===== config.mk =====
export PLATFORM = sky130hd
export DESIGN_NAME = bbcrop_fifo
export DESIGN_NICKNAME = d
export VERILOG_FILES = /design/src/sv/bbcrop_pkg.sv /design/src/sv/bbcrop_fifo.sv
export VERILOG_INCLUDE_DIRS = /design/src /design/src/sv
export SDC_FILE = /design/constraint.sdc
export NUM_CORES = 1
export LEC_CHECK = 0
export ABC_AREA = 1
export BUFFER_PORTS_ARGS = -buffer_cell sky130_fd_sc_hd__buf_2
export CAP_MARGIN = 20
export CELL_PAD_IN_SITES_DETAIL_PLACEMENT = 0
export CELL_PAD_IN_SITES_GLOBAL_PLACEMENT = 2
export CORE_MARGIN = 2
export CORE_UTILIZATION = 40
export DETAILED_ROUTE_END_ITERATION = 10
export PLACE_DENSITY_LB_ADDON = 0.1
export SYNTH_ARGS = -nofsm -noshare
export SYNTH_HDL_FRONTEND = slang
export SYNTH_SLANG_ARGS = --single-unit

===== constraint.sdc =====
create_clock -name i_clk -period 2.45 [get_ports i_clk]
set_input_delay 0.49 -clock i_clk [delete_from_list [all_inputs] [get_ports i_clk]]
set_output_delay 0.49 -clock i_clk [all_outputs]
set_load 0.005 [all_outputs]

===== src/sv/bounding_box_crop_with_border_assert.svh =====
// assertion macros shared by the crop block modules
`ifndef BOUNDING_BOX_CROP_WITH_BORDER_ASSERT_SVH
`define BOUNDING_BOX_CROP_WITH_BORDER_ASSERT_SVH
`ifndef ASSERT_OFF
`define BBC_ASSERT(lbl, clk, rst_n, prop, msg) \
    lbl: assert property (@(posedge clk) disable iff (!rst_n) prop) else $error(msg);
`define BBC_NEVER(lbl, clk, rst_n, expr, msg) \
    lbl: assert property (@(posedge clk) disable iff (!rst_n) !(expr)) else $error(msg);
`else
`define BBC_ASSERT(lbl, clk, rst_n, prop, msg)
`define BBC_NEVER(lbl, clk, rst_n, expr, msg)
`endif
`endif


===== src/sv/bbcrop_pkg.sv =====
// shared constants and types of the bounding box crop block
package bbcrop_pkg;

    localparam int MAX_ROWS   = 256;
    localparam int MAX_COLS   = 256;
    localparam int PIXEL_BITS = 16;
    localparam int ROW_W      = $clog2(MAX_ROWS);
    localparam int COL_W      = $clog2(MAX_COLS);
    localparam int ADDR_W     = ROW_W + COL_W;
    localparam int Q_DEPTH    = 4;
    localparam int Q_PTR_W    = $clog2(Q_DEPTH);

    localparam logic [1:0] CFG_HEIGHT = 2'd0;
    localparam logic [1:0] CFG_BORDER = 2'd1;
    localparam logic [1:0] CFG_FILL   = 2'd2;

    typedef struct packed {
        logic [8:0]                   height;
        logic [6:0]                   border;
        logic signed [PIXEL_BITS-1:0] fill;
    } t_cfg;

    typedef enum logic [1:0] {
        CMD_WRITE = 2'd0,
        CMD_READ  = 2'd1,
        CMD_FILL  = 2'd2
    } t_cmd_kind;

    typedef struct packed {
        t_cmd_kind                    kind;
        logic [ADDR_W-1:0]            addr;
        logic signed [PIXEL_BITS-1:0] data;
        logic [8:0]                   rows;
        logic [8:0]                   cols;
        logic                         empty;
        logic                         last;
    } t_cmd;

    typedef struct packed {
        logic signed [PIXEL_BITS-1:0] value;
        logic [8:0]                   rows;
        logic [8:0]                   cols;
        logic                         empty;
        logic                         last;
    } t_res;

endpackage


===== src/sv/bbcrop_fifo.sv =====
// command queue between the classifying front and the memory back
`include "bounding_box_crop_with_border_assert.svh"
module bbcrop_fifo (
    input  logic              i_clk,
    input  logic              i_rst_n,
    input  logic              i_push,
    input  bbcrop_pkg::t_cmd  i_data,
    output logic              o_ready,
    output logic              o_valid,
    output bbcrop_pkg::t_cmd  o_data,
    input  logic              i_pop
);

    bbcrop_pkg::t_cmd                     r_mem [bbcrop_pkg::Q_DEPTH];
    logic [bbcrop_pkg::Q_PTR_W-1:0]       r_wptr;
    logic [bbcrop_pkg::Q_PTR_W-1:0]       r_rptr;
    logic [bbcrop_pkg::Q_PTR_W:0]         r_count;

    assign o_ready = (r_count != (bbcrop_pkg::Q_PTR_W+1)'(bbcrop_pkg::Q_DEPTH));
    assign o_valid = (r_count != '0);
    assign o_data  = r_mem[r_rptr];

    always_ff @(posedge i_clk) begin
        if (i_push) begin
            r_mem[r_wptr] <= i_data;
        end
    end

    always_ff @(posedge i_clk) begin
        if (!i_rst_n) begin
            r_wptr  <= '0;
            r_rptr  <= '0;
            r_count <= '0;
        end else begin
            if (i_push) begin
                r_wptr <= r_wptr + 1'b1;
            end
            if (i_pop) begin
                r_rptr <= r_rptr + 1'b1;
            end
            case ({i_push, i_pop})
                2'b10:   r_count <= r_count + 1'b1;
                2'b01:   r_count <= r_count - 1'b1;
                default: r_count <= r_count;
            endcase
        end
    end

    `BBC_NEVER(a_no_overflow, i_clk, i_rst_n, i_push && !o_ready, "push into full queue")
    `BBC_NEVER(a_no_underflow, i_clk, i_rst_n, i_pop && !o_valid, "pop from empty queue")
    `BBC_ASSERT(a_count_bound, i_clk, i_rst_n, r_count <= (bbcrop_pkg::Q_PTR_W+1)'(bbcrop_pkg::Q_DEPTH), "queue count out of range")

endmodule


==> summary.md <==
| Metric | Value |
|---|---|
| Status | finished, final reports clean |
| Mean Syn Cell Area | around 15 um^2 |
| CP Max Fanout | 54 |
| Pin count of the biggest net entering global routing | 109 |
| Power density cells | 851.0 nW/um^2 |
| Yosys top cell by area | edfxtp_1 |
| Layout cells sized above 1 | 23.14% |
| R2r setup slk | ~0.8 ns |
| CP startpoint kind | flip-flop |
| Final worst slack | 0.1267 ns |
| Area of the core | 20820 um^2 |
| DP Cell Count | 945 |
| Mux contribution to synthesized area | 0% |
| Synth warn | 0 |
| Cts bufs inserted | 24 |
| Met1 Usage GRT | 20.91% |
| Unrepaired setup endpoints after global routing | false |
| Largest family of logic cells by synthesized area | compound AO/OA/AOI/OAI gates |
| Crit path cell chain | buf_16 > o21ai_0 > o22ai_1 > buf_2 |
| Final Setup Violations | 0 |
| Reg clk slew, reported paths | about 0.06 ns |
| Clk root buf | clkbuf_16 |
| Worst R2R Path Depth | 5 |
| Final instance area | 10100 um^2 |
| Busiest grt layer | met2 |
| Layout area overhead | 19.84% |
| Worst Path Arrival | roughly 1.8 ns |
| Synthesized instance count | 579 |
| Via count | 5148 |
| Met2 Use GR | 27.47% |
| Pin slew with the least headroom to its limit | 0.4166 ns |
| Initial Utilization | 40.46% |
| Crit path largest cell delay | 0.46 ns |
| WHS Endpoint | r_mem[1][45]$_DFFE_PP_ |
| Min cycle time layout | ~2.3 ns |
| Simple-gate area share of the yosys netlist | 5.598% |
| Fill count | 1869 |
| Area post-placement | 9303 um^2 |
| Avg Vias per Cell | 5.205 |
| Width of the die | approximately 150 um |
| WP data required | about 2 ns |
| GRT met3 Usage | under 10% |
| I/O pin count | 114 |
| Hold path start | i_data[45] |
| Iteration-0 DRC Markers | 389 |
| Worst-skew pair later-pin latency | 0.50 ns |
| Site row count | 53 |
| Period utilisation layout | 94.83% |
| Largest cells by area after synthesis | edfxtp_1 77%, o21ai_0 5.9%, nor2_1 4.9% |
| Max cap viols | 0 |
| Total track usage | 16.02% |
| Fin nets | roughly 760 |
| Flops & latches, synth | around 230 |
| First-pass DRT Iterations | 4 |
| Synth Area in Adders | 0.9801% |
| Worst reg2reg path endpoint | r_mem[0][15]$_DFFE_PP_ |
| Die area | around 22000 um^2 |
| Pre-CTS WS | 0.5057 ns |
| Worst vdd ir | roughly 590 uV |
| Peak Freq | 430.4 MHz |
| CP max stage cell | dfxtp_4 |
| Critical Path Sink Type | primary output |
| Mean routed wirelength per cell | 19.02 um |
| PortBufs | 113 |
| Post-Syn Area | between 8000 and 9000 um^2 |
| Layout Utilization | 48.49% |
| Initial antenna violation count | 1 |
| Leakage | approximately 3.6 nW |
| Post-Route Skew | 0.01253 ns |
| First-pass GRT wire length | 27.30 mm |
| Worst Hold Depth | 1 |
| Sink Count | 225 |
| Vias in the first global route | 5040 |
| Netlist cell types | 19 |
| GPL Wtd Cong | 0.7404 |
| Max-slew headroom | between 70 and 80% |
| Post-DRT Antenna Nets | 0 |
| Compound-cell area share of the yosys netlist | 11.08% |
| Hold-fix buffers, CTS | 0 |
| Setup Buffers After CTS | 0 |
| Non-filler cells, final | 989 |
| Syn nets | roughly 640 |
| Seq/Total Area, Yosys | just under 80% |
| Clock Tree Buf Depth | 3 |
| GR Overflow Total | 0 |
| Critical path class | flip-flop to primary output |
| Xor-xnor portion of the synthesized cell area | 0% |
| Top-area cell type share of the netlist area | 76.98% |
| CTS tree | built |
| H-tree depth | 1 |
| Hold Crit Class | input port to flip-flop |
| Reg-to-Reg Start | r_wptr[0]$_SDFFE_PN0P_ |
| TNS Setup | 0 ns |
| Final wirelength | 18.81 mm |
| Slew Viols, Final | 0 |
| DP HPWL | a little under 10 mm |
| Number of remaining DRC errors | 0 |
| Final Hold Viols | 0 |
| Die span in y | 149.1 um |
==> stage by stage <==
| stage | hold slack [ns] | power [mW] |
|---|---|---|
| 6_report | 0.1967 | 8.593 |
| 3_5_place_dp | 0.4257 | 5.251 |
| 2_1_floorplan | 0.4115 | 4.891 |
| 5_1_grt | 0.1754 | 8.940 |
| 3_3_place_gp | 0.4412 | 5.235 |
| 4_1_cts | 0.1784 | 8.683 |
==> state kept, by name (all words and copies together), names as in the netlist, named ones only <==
name,cells
r_wptr,2
r_rptr,2
r_mem,216
r_count,3
==> logic make-up (layout without fill, tap and decap cells) <==
group                      count (synthesis)  after routing
AOI/OAI and AO/OA                        173            173
adders and majority gates                  6              6
buffers and inverters                     51            185
DFF                                      225            225
other                                      0              1
and+or+nand+nor                          124            124
==> critical path, delay by kind of cell (launching register included) <==
| family | cells | cell delay (ns) |
|---|---|---|
| DFF | 1 | 0.46 |
| buffers and inverters | 2 | 0.44 |
| AOI/OAI and AO/OA | 2 | 0.39 |
==> how the worst max path moves through the flow <==
stage,endpoint,slack [ns],depth (start not counted)
after floorplan,r_mem[2][0]$_DFFE_PP_,0.40,4
after global placement,o_data[52],0.53,5
after detailed placement,o_data[52],0.51,5
after CTS,o_data[18],0.02,4
after global routing,o_data[29],0.04,4
final,o_data[18],0.13,4
==> metal layers <==
layer | share of wire, % | up-vias
li1 | - | 2408
met1 | 44 | 2576
met2 | 48 | 135
met3 | 5.6 | 29
met4 | 2.0 | 0
met5 | 0 | -
==> final cells by class <==
type	count	area (um^2)	share of cell area [%]
clock inverters	13	106.4	1.053
repair buffers	126	763.2	7.559
well taps	275	344.1	3.408
inverters	17	81.33	0.8055
diodes	1	2.502	0.02478
multi-input cells	303	1488	14.73
clock buffers	29	640.6	6.344
flip-flops and latches	225	6671	66.07
==> placed cells by master (no fill, tap or decap), types with 6 or more instances in the layout <==
cell,instances
o22ai_1,54
dfxtp_1,7
inv_1,11
clkinv_1,7
o21ai_1,15
nor2_1,111
nand2_1,9
buf_2,113
buf_4,6
o21ai_0,99
edfxtp_1,216
clkbuf_16,26
==> synth_stat cells (all sizes together) <==
cell	number
nand4	1
clkbuf	7
nand2	9
inv	17
ha	5
dfxtp	9
fa	1
edfxtp	216
o22ai	54
buf	27
nand3	3
o21ai	114
a21oi	5
nor2	111
==> where the power goes <==
part | total (mW) | internal [mW] | switching (mW)
clock network | 3.42 | 2.05 | 1.37
registers | 4.43 | 4.39 | 0.0410
logic | 0.741 | 0.266 | 0.475
total | 8.59 | 6.71 | 1.88
==> what timing repair did <==
action                                  CTS  global route
gates resized for setup                   1             4
endpoints found under the setup margin   12            21
gates cloned                              0             1
(Power assumes the default switching activity.)
